### config.mk
export PLATFORM = sky130hd
export DESIGN_NAME = cosine_series_evaluator_top
export DESIGN_NICKNAME = d
export VERILOG_FILES = /design/src/cse_pkg.sv /design/src/cosine_series_evaluator_top.sv /design/src/cse_mul.sv /design/src/cse_div.sv
export SDC_FILE = /design/constraint.sdc
export NUM_CORES = 2
export LEC_CHECK = 0
export BUFFER_PORTS_ARGS = -buffer_cell sky130_fd_sc_hd__buf_2
export CAP_MARGIN = 20
export CORE_MARGIN = 4
export CORE_UTILIZATION = 60
export DETAILED_ROUTE_END_ITERATION = 16
export HOLD_SLACK_MARGIN = 0.15
export PLACE_DENSITY_LB_ADDON = 0.1
export SYNTH_ARGS = -nofsm -noshare
export SYNTH_HDL_FRONTEND = slang
export SYNTH_SLANG_ARGS = --single-unit
### constraint.sdc
create_clock -name i_clk -period 29.2 [get_ports i_clk]
set_input_delay 1.46 -clock i_clk [delete_from_list [all_inputs] [get_ports i_clk]]
set_output_delay 1.46 -clock i_clk [all_outputs]
set_load 0.01 [all_outputs]
### src/cse_pkg.sv
package cse_pkg;

    localparam int ANGLE_W   = 16;
    localparam int COS_W     = 32;
    localparam int SQ_W      = 32;
    localparam int TERM_W    = 48;
    localparam int HALF_W    = 24;
    localparam int PROD_W    = HALF_W + SQ_W;
    localparam int IDX_W     = 4;
    localparam int DIV_W     = 10;
    localparam int OUT_SHIFT = 12;

    localparam int MAX_TERMS_DEF = 15;

    localparam logic [IDX_W-1:0]  TERM_COUNT_RESET = 4'd7;
    localparam logic [TERM_W-1:0] TERM_ONE         = 48'h0001_0000_0000;

    // Divisor (2i-1)*2i that turns term i-1 into term i
    function automatic logic [DIV_W-1:0] term_divisor(input logic [IDX_W-1:0] idx);
        logic [DIV_W-1:0] d;
        case (idx)
            4'd1:    d = 10'd2;
            4'd2:    d = 10'd12;
            4'd3:    d = 10'd30;
            4'd4:    d = 10'd56;
            4'd5:    d = 10'd90;
            4'd6:    d = 10'd132;
            4'd7:    d = 10'd182;
            4'd8:    d = 10'd240;
            4'd9:    d = 10'd306;
            4'd10:   d = 10'd380;
            4'd11:   d = 10'd462;
            4'd12:   d = 10'd552;
            4'd13:   d = 10'd650;
            4'd14:   d = 10'd756;
            4'd15:   d = 10'd870;
            default: d = 10'd1;
        endcase
        return d;
    endfunction

endpackage

### src/cosine_series_evaluator_top.sv
// Each item runs N terms from input transfer to result valid, N the clamped term count.
// Each term waits on the shared 24x32 multiplier (two partial products), then on the
// bit-serial 48-bit divider, and then passes through sequencing and summing.
// A new angle is taken only once the sequencer is idle; a result still waiting holds the sequencer.
// Reset (synchronous, active low) clears the sequencer and output valid and sets the
// term count register to 7.
module cosine_series_evaluator_top #(
    parameter int MAX_TERMS = cse_pkg::MAX_TERMS_DEF
) (
    input  logic                        i_clk,
    input  logic                        i_rst_n,
    input  logic                        i_s_axis_tvalid,
    output logic                        o_s_axis_tready,
    input  logic [15:0]                 i_s_axis_tdata,   // [15:0] angle
    output logic                        o_m_axis_tvalid,
    input  logic                        i_m_axis_tready,
    output logic [31:0]                 o_m_axis_tdata,   // [31:0] cosine
    input  logic                        i_cfg_valid,
    output logic                        o_cfg_ready,
    input  logic [cse_pkg::IDX_W-1:0]   i_cfg_data        // term_count
);

    typedef enum logic [7:0] {
        S_IDLE     = 8'b0000_0001,
        S_MUL_GO   = 8'b0000_0010,
        S_MUL_WAIT = 8'b0000_0100,
        S_DIV_GO   = 8'b0000_1000,
        S_DIV_WAIT = 8'b0001_0000,
        S_TERM     = 8'b0010_0000,
        S_SUM      = 8'b0100_0000,
        S_DONE     = 8'b1000_0000
    } t_state;

    localparam int SHIFT_W = cse_pkg::TERM_W - cse_pkg::OUT_SHIFT;

    t_state                          r_state, n_state;
    logic [cse_pkg::IDX_W-1:0]       r_tc;
    logic [cse_pkg::IDX_W-1:0]       r_n;
    logic [cse_pkg::IDX_W-1:0]       r_idx;
    logic [cse_pkg::SQ_W-1:0]        r_sq;
    logic [cse_pkg::TERM_W-1:0]      r_term;
    logic [cse_pkg::TERM_W-1:0]      r_sum;
    logic                            r_out_valid;
    logic [cse_pkg::COS_W-1:0]       r_out;

    logic                            w_in_xfer;
    logic [cse_pkg::ANGLE_W-1:0]     w_ax;
    logic [cse_pkg::IDX_W-1:0]       w_n;
    logic                            w_out_free;
    logic                            w_mul_done;
    logic [cse_pkg::TERM_W-1:0]      w_mul_prod;
    logic                            w_div_done;
    logic [cse_pkg::TERM_W-1:0]      w_quot;
    logic                            w_div_neg;
    logic [SHIFT_W-1:0]              w_shift;
    logic [cse_pkg::COS_W-1:0]       w_sat;

    assign o_s_axis_tready = (r_state == S_IDLE);
    assign o_cfg_ready     = 1'b1;
    assign w_in_xfer       = i_s_axis_tvalid && o_s_axis_tready;
    assign w_out_free      = !r_out_valid || i_m_axis_tready;

    assign w_ax = i_s_axis_tdata[cse_pkg::ANGLE_W-1] ? -i_s_axis_tdata : i_s_axis_tdata;
    assign w_n  = (r_tc > cse_pkg::IDX_W'(MAX_TERMS)) ? cse_pkg::IDX_W'(MAX_TERMS) : r_tc;

    // Floor of sum / 2^12, then clamp to 32 signed bits
    assign w_shift = r_sum[cse_pkg::TERM_W-1:cse_pkg::OUT_SHIFT];
    always_comb begin
        if (w_shift[SHIFT_W-1:cse_pkg::COS_W-1] == '0 ||
            w_shift[SHIFT_W-1:cse_pkg::COS_W-1] == '1) begin
            w_sat = w_shift[cse_pkg::COS_W-1:0];
        end else if (w_shift[SHIFT_W-1]) begin
            w_sat = {1'b1, {(cse_pkg::COS_W-1){1'b0}}};
        end else begin
            w_sat = {1'b0, {(cse_pkg::COS_W-1){1'b1}}};
        end
    end

    cse_mul u_mul (
        .i_clk   (i_clk),
        .i_rst_n (i_rst_n),
        .i_start (r_state == S_MUL_GO),
        .i_term  (r_term),
        .i_sq    (r_sq),
        .o_done  (w_mul_done),
        .o_prod  (w_mul_prod)
    );

    cse_div u_div (
        .i_clk      (i_clk),
        .i_rst_n    (i_rst_n),
        .i_start    (r_state == S_DIV_GO),
        .i_dividend (w_mul_prod),
        .i_divisor  (cse_pkg::term_divisor(r_idx)),
        .o_done     (w_div_done),
        .o_quot     (w_quot),
        .o_neg      (w_div_neg)
    );

    always_comb begin
        n_state = r_state;
        case (r_state)
            S_IDLE: begin
                if (w_in_xfer) begin
                    n_state = (w_n == '0) ? S_DONE : S_MUL_GO;
                end
            end
            S_MUL_GO:   n_state = S_MUL_WAIT;
            S_MUL_WAIT: if (w_mul_done) n_state = S_DIV_GO;
            S_DIV_GO:   n_state = S_DIV_WAIT;
            S_DIV_WAIT: if (w_div_done) n_state = S_TERM;
            S_TERM:     n_state = S_SUM;
            S_SUM:      n_state = (r_idx == r_n) ? S_DONE : S_MUL_GO;
            S_DONE:     if (w_out_free) n_state = S_IDLE;
            default:    n_state = S_IDLE;
        endcase
    end

    always_ff @(posedge i_clk) begin
        if (!i_rst_n) begin
            r_state     <= S_IDLE;
            r_tc        <= cse_pkg::TERM_COUNT_RESET;
            r_idx       <= '0;
            r_out_valid <= 1'b0;
        end else begin
            r_state <= n_state;
            if (i_cfg_valid && o_cfg_ready) begin
                r_tc <= i_cfg_data;
            end
            if (w_in_xfer) begin
                r_idx <= '0;
            end else if (r_state == S_MUL_GO) begin
                r_idx <= r_idx + 1'b1;
            end
            if (r_state == S_DONE && w_out_free) begin
                r_out_valid <= 1'b1;
            end else if (i_m_axis_tready) begin
                r_out_valid <= 1'b0;
            end
        end
    end

    always_ff @(posedge i_clk) begin
        if (w_in_xfer) begin
            r_sq   <= cse_pkg::SQ_W'(w_ax) * cse_pkg::SQ_W'(w_ax);
            r_term <= cse_pkg::TERM_ONE;
            r_sum  <= cse_pkg::TERM_ONE;
            r_n    <= w_n;
        end
        // the new term takes the sign opposite to the shifted product
        if (r_state == S_TERM) begin
            r_term <= w_div_neg ? w_quot : -w_quot;
        end
        if (r_state == S_SUM) begin
            r_sum <= r_sum + r_term;
        end
        if (r_state == S_DONE && w_out_free) begin
            r_out <= w_sat;
        end
    end

    assign o_m_axis_tvalid = r_out_valid;
    assign o_m_axis_tdata  = r_out;

    a_mul_done_when_waiting: assert property (@(posedge i_clk) disable iff (!i_rst_n)
        w_mul_done |-> r_state == S_MUL_WAIT)
        else $error("multiplier finished outside its wait state");

    a_div_done_when_waiting: assert property (@(posedge i_clk) disable iff (!i_rst_n)
        w_div_done |-> r_state == S_DIV_WAIT)
        else $error("divider finished outside its wait state");

    a_index_bounded: assert property (@(posedge i_clk) disable iff (!i_rst_n)
        (r_state == S_MUL_WAIT || r_state == S_DIV_GO || r_state == S_DIV_WAIT ||
         r_state == S_TERM || r_state == S_SUM) |-> (r_idx <= r_n && r_idx != '0))
        else $error("term index out of range");

    a_last_term_done: assert property (@(posedge i_clk) disable iff (!i_rst_n)
        (r_state == S_SUM && r_idx == r_n) |=> r_state == S_DONE)
        else $error("sequencer missed the last term");

endmodule

### src/cse_mul.sv
module cse_mul (
    input  logic                           i_clk,
    input  logic                           i_rst_n,
    input  logic                           i_start,
    input  logic [cse_pkg::TERM_W-1:0]     i_term,
    input  logic [cse_pkg::SQ_W-1:0]       i_sq,
    output logic                           o_done,
    output logic [cse_pkg::TERM_W-1:0]     o_prod
);

    typedef enum logic [2:0] {
        PH_LO  = 3'b001,
        PH_HI  = 3'b010,
        PH_NEG = 3'b100
    } t_mul_ph;

    t_mul_ph                         r_phase;
    logic                            r_busy;
    logic                            r_done;
    logic [cse_pkg::TERM_W-1:0]      r_m;
    logic                            r_neg;
    logic [cse_pkg::SQ_W-1:0]        r_sq;
    logic [cse_pkg::PROD_W-1:0]      r_p;
    logic [cse_pkg::TERM_W-1:0]      r_q;
    logic                            r_sticky;
    logic [cse_pkg::TERM_W-1:0]      r_v;

    logic [cse_pkg::HALF_W-1:0]      w_a;
    logic [cse_pkg::PROD_W-1:0]      w_prod;

    // One 24x32 multiplier serves both halves of the magnitude
    assign w_a    = (r_phase == PH_LO) ? r_m[cse_pkg::HALF_W-1:0]
                                       : r_m[cse_pkg::TERM_W-1:cse_pkg::HALF_W];
    assign w_prod = cse_pkg::PROD_W'(w_a) * cse_pkg::PROD_W'(r_sq);

    always_ff @(posedge i_clk) begin
        if (!i_rst_n) begin
            r_busy  <= 1'b0;
            r_done  <= 1'b0;
            r_phase <= PH_LO;
        end else begin
            r_done <= 1'b0;
            if (i_start) begin
                r_busy  <= 1'b1;
                r_phase <= PH_LO;
            end else if (r_busy) begin
                case (r_phase)
                    PH_LO:   r_phase <= PH_HI;
                    PH_HI:   r_phase <= PH_NEG;
                    PH_NEG: begin
                        r_busy <= 1'b0;
                        r_done <= 1'b1;
                    end
                    default: r_phase <= PH_LO;
                endcase
            end
        end
    end

    always_ff @(posedge i_clk) begin
        if (i_start) begin
            r_m   <= i_term[cse_pkg::TERM_W-1] ? -i_term : i_term;
            r_neg <= i_term[cse_pkg::TERM_W-1];
            r_sq  <= i_sq;
        end else if (r_busy) begin
            case (r_phase)
                PH_LO:   r_p <= w_prod;
                PH_HI: begin
                    r_q      <= w_prod[cse_pkg::TERM_W-1:0]
                              + cse_pkg::TERM_W'(r_p[cse_pkg::PROD_W-1:cse_pkg::HALF_W]);
                    r_sticky <= |r_p[cse_pkg::HALF_W-1:0];
                end
                // a negative product rounds toward minus infinity
                PH_NEG:  r_v <= r_neg ? -(r_q + cse_pkg::TERM_W'(r_sticky)) : r_q;
                default: r_v <= r_q;
            endcase
        end
    end

    assign o_done = r_done;
    assign o_prod = r_v;

endmodule

### src/cse_div.sv
module cse_div (
    input  logic                           i_clk,
    input  logic                           i_rst_n,
    input  logic                           i_start,
    input  logic [cse_pkg::TERM_W-1:0]     i_dividend,
    input  logic [cse_pkg::DIV_W-1:0]      i_divisor,
    output logic                           o_done,
    output logic [cse_pkg::TERM_W-1:0]     o_quot,
    output logic                           o_neg
);

    localparam int CNT_W = $clog2(cse_pkg::TERM_W);

    logic                            r_busy;
    logic                            r_done;
    logic [CNT_W-1:0]                r_cnt;
    logic [cse_pkg::TERM_W-1:0]      r_num;
    logic [cse_pkg::DIV_W-1:0]       r_rem;
    logic [cse_pkg::DIV_W-1:0]       r_d;
    logic                            r_neg;

    logic [cse_pkg::DIV_W:0]         w_trial;
    logic                            w_ge;
    logic [cse_pkg::DIV_W:0]         w_diff;

    // Restoring division, one quotient bit a cycle shifted in behind the dividend
    assign w_trial = {r_rem, r_num[cse_pkg::TERM_W-1]};
    assign w_ge    = w_trial >= {1'b0, r_d};
    assign w_diff  = w_trial - {1'b0, r_d};

    always_ff @(posedge i_clk) begin
        if (!i_rst_n) begin
            r_busy <= 1'b0;
            r_done <= 1'b0;
            r_cnt  <= '0;
        end else begin
            r_done <= 1'b0;
            if (i_start) begin
                r_busy <= 1'b1;
                r_cnt  <= CNT_W'(cse_pkg::TERM_W - 1);
            end else if (r_busy) begin
                if (r_cnt == '0) begin
                    r_busy <= 1'b0;
                    r_done <= 1'b1;
                end else begin
                    r_cnt <= r_cnt - 1'b1;
                end
            end
        end
    end

    always_ff @(posedge i_clk) begin
        if (i_start) begin
            r_num <= i_dividend[cse_pkg::TERM_W-1] ? -i_dividend : i_dividend;
            r_neg <= i_dividend[cse_pkg::TERM_W-1];
            r_rem <= '0;
            r_d   <= i_divisor;
        end else if (r_busy) begin
            r_num <= {r_num[cse_pkg::TERM_W-2:0], w_ge};
            r_rem <= w_ge ? w_diff[cse_pkg::DIV_W-1:0] : w_trial[cse_pkg::DIV_W-1:0];
        end
    end

    assign o_done = r_done;
    assign o_quot = r_num;
    assign o_neg  = r_neg;

endmodule
==> flow_summary.json <==
{
  "status": "finished clean",
  "maxCapViolCount": 0,
  "grt_pass1_vias": 43292,
  "drtIter0Drc": 3239,
  "crit_fanout": 31,
  "critPathKind": "flop to flop",
  "cts_buffer_depth": 3,
  "die_h_um": 321.8,
  "yosys-top-cells-area": "fa_1 (28%), edfxtp_1 (23%), ha_1 (9.1%), inv_1 (6.8%), nand2_1 (4.6%)",
  "hold_start": "r_sq[27]$_DFFE_PP_",
  "fin_nets": 7403,
  "grt_max_degree": 83,
  "fin_crit_ns": 10.86,
  "cts-resized-gates": 0,
  "maxSlewHeadroom": 0.2440,
  "track_usage": 0.2799,
  "finalSetupTns_ns": 0,
  "finClkSkew_ns": 0.07129,
  "synthSimpleGateAreaFrac": 0.1465,
  "design_area_mm2": 0.06283,
  "rows": 114,
  "synth_area_mm2": 0.05909,
  "wl_um": 140100,
  "slowest_stage": "mux2i_4",
  "end_kind": "flop",
  "clk_pin_slew_ns": 0.06,
  "rrSetupSlack_ns": 18.34,
  "synth_compound_area_frac": 0.09486,
  "area_delta_synth_final_pct": 6.316,
  "numCtsBuffers": 53,
  "synth_area_per_cell_um2": 9.585,
  "worst-path-buf-inv": 5,
  "synth-async-reset-ratio": 0,
  "cp_top_family": "adder cells",
  "final-setup-viol-count": 0,
  "post-synth-top-area-fraction": 0.2771,
  "critPathRequiredTime_ns": 29.58,
  "crit_top_cell": "fa_1",
  "synth_warnings": 0,
  "antenna_cells": 0,
  "dieArea_mm2": 0.1036,
  "worstReg2RegEnd": "u_mul.r_q[47]$_DFFE_PP_",
  "multi_input_area_mm2": 0.03986,
  "nFillCells": 8018,
  "synth_top_family_by_area": "adder cells",
  "num_vias": 42316,
  "drt_pre_antenna_iters": 6,
  "holdPathStages": 0,
  "r2r_cells": 34,
  "worstMarginPinSlew_ns": 1.134,
  "cts_hold_buf": 0,
  "synthMuxAreaShare": 0.008109,
  "min_to": "u_mul.r_sq[27]$_DFFE_PP_",
  "hold_viol_final": 0,
  "synth_xor_area_frac": 0.05321,
  "cp.arrival_ns": 11.24,
  "viasPerCell": 5.681,
  "cts_tree": "done",
  "core-area_mm2": 0.09714,
  "die_w_um": 321.8,
  "drive_above_1_share": 0.04552,
  "root_buffer": "clkbuf_16",
  "cts_sinks": 495,
  "ys_top_cells_by_count": "inv_1 (1,066), fa_1 (818), nand2_1 (719)",
  "slew_violations": 0,
  "post-synth-top-count-cell": "inv_1",
  "ant_nets": 0,
  "r2r_start": "u_mul.r_phase[0]$_SDFFE_PP1P_",
  "synthAdderAreaFrac": 0.3686,
  "final_util": 0.6468,
  "rsz0062_at_grt": "false",
  "ios": 60,
  "drt-wirelength-per-cell_um": 18.81,
  "portBuffers": 58,
  "synthFlopType": "edfxtp_1",
  "drc": 0,
  "regArea_mm2": 0.01446,
  "place.gp.congestion": 0.9182,
  "synth-seq-cells": 495,
  "finalCritPeriodShare": 0.3721,
  "hold_slack_ns": 0.4210,
  "cpPeakStageDelay_ns": 0.94,
  "dpl_cell_area_mm2": 0.06071,
  "clock_latency_ns": 0.66,
  "synth_edf_count": 455,
  "start_util": 0.6084,
  "synth_cell_types": 74,
  "start_kind": "flop",
  "yosysSeqAreaShare": 0.2448,
  "synth_cells": 6165,
  "grt_pass1_wl_um": 232000,
  "hold_class": "flop to flop",
  "antenna_found_initial": 1,
  "fmax_mhz": 92.04,
  "htreeDepth": 2,
  "hpwlAfterDp_um": 111900,
  "cts_setup_buffers": 0,
  "grt_remaining_overflow": 0,
  "yosys.area.top_type": "fa_1"
}
worst register-to-register path, delay by kind of cell (launching register included):
kind	cells	cell delay, ns
adder cells (fa/ha/maj)	9	4.29
flip-flops	1	0.39
XOR/XNOR	2	0.37
buffers and inverters	5	0.59
multiplexers	1	0.95
AND/OR/NAND/NOR	10	2.00
AO/OA/AOI/OAI	7	2.06
state kept, by name, summed over array words and instances (netlist names), 6 cells and up:
| name | cells |
|---|---|
| u_mul.r_sq | 31 |
| o_m_axis_tdata | 32 |
| r_state | 8 |
| r_sum | 48 |
| u_mul.r_q | 48 |
| u_mul.o_prod | 48 |
| r_term | 48 |
| u_mul.r_m | 48 |
| u_div.r_d | 10 |
| u_div.r_cnt | 6 |
| u_div.o_quot | 48 |
| u_div.r_rem | 10 |
| u_mul.r_p | 56 |
| r_sq | 31 |
worst max path at each step:
stage / start / slack (ns) / cells past startpoint / endpoint
finish: u_mul.r_phase[0]$_SDFFE_PP1P_ / 18.34 / 34 / u_mul.r_q[47]$_DFFE_PP_
global route: u_mul.r_phase[0]$_SDFFE_PP1P_ / 17.67 / 34 / u_mul.r_q[47]$_DFFE_PP_
CTS: u_mul.r_phase[0]$_SDFFE_PP1P_ / 18.28 / 34 / u_mul.r_q[47]$_DFFE_PP_
detailed placement: u_mul.r_phase[0]$_SDFFE_PP1P_ / 18.29 / 34 / u_mul.r_q[47]$_DFFE_PP_
global placement: u_mul.r_phase[0]$_SDFFE_PP1P_ / 18.51 / 34 / u_mul.r_q[47]$_DFFE_PP_
floorplan: u_mul.r_phase[0]$_SDFFE_PP1P_ / 19.37 / 36 / u_mul.r_q[47]$_DFFE_PP_
routing by layer:
layer / routed length, um / vias up / global-route usage
met5: 0 / - / 0
met4: 3040 / 0 / 0.06106
met3: 8174 / 203 / 0.03355
met2: 64600 / 1160 / 0.4516
met1: 64330 / 21213 / 0.4118
li1: - / 19740 / -
final cells by class:
type / count / share of cell area
repair buffers: 124 / 0.01442
multi-input cells: 4380 / 0.6344
inverters: 1074 / 0.06419
well taps: 1276 / 0.02541
flip-flops and latches: 495 / 0.2302
clock inverters: 38 / 0.009221
clock buffers: 62 / 0.02213
placed cells by master, fill, tap and decap left out, types with 59 or more instances in the layout:
cell type  instances
a21oi_1          232
nor2_1           316
a21o_1           145
ha_1             432
inv_1           1065
o21ai_0          252
buf_4             59
xnor2_1          220
nand2_1          717
xor2_1           139
and2_1           280
fa_1             818
nor2b_1          127
edfxtp_1         455
nor3_1            64
through the flow:
| stage | setup WS [ns] | cells |
|---|---|---|
| after floorplan | 19.37 | 6193 |
| after global placement | 18.51 | 7342 |
| after detailed placement | 18.29 | 7343 |
| after CTS | 18.28 | 7443 |
| after global routing | 17.67 | 7449 |
| final | 18.34 | 7449 |
kinds of logic (layout without fill, tap and decap cells):
kind of cell,after synthesis,after routing
simple gates,1804,1804
buf+inv,1318,1298
fa+ha+maj,1250,1250
compound gates,892,892
flops,495,495
xor+xnor,359,359
mux,45,45
other cells,2,30
Power is not shown: default switching activity piles up to over one toggle a cycle in this logic, so the estimate is an artifact.
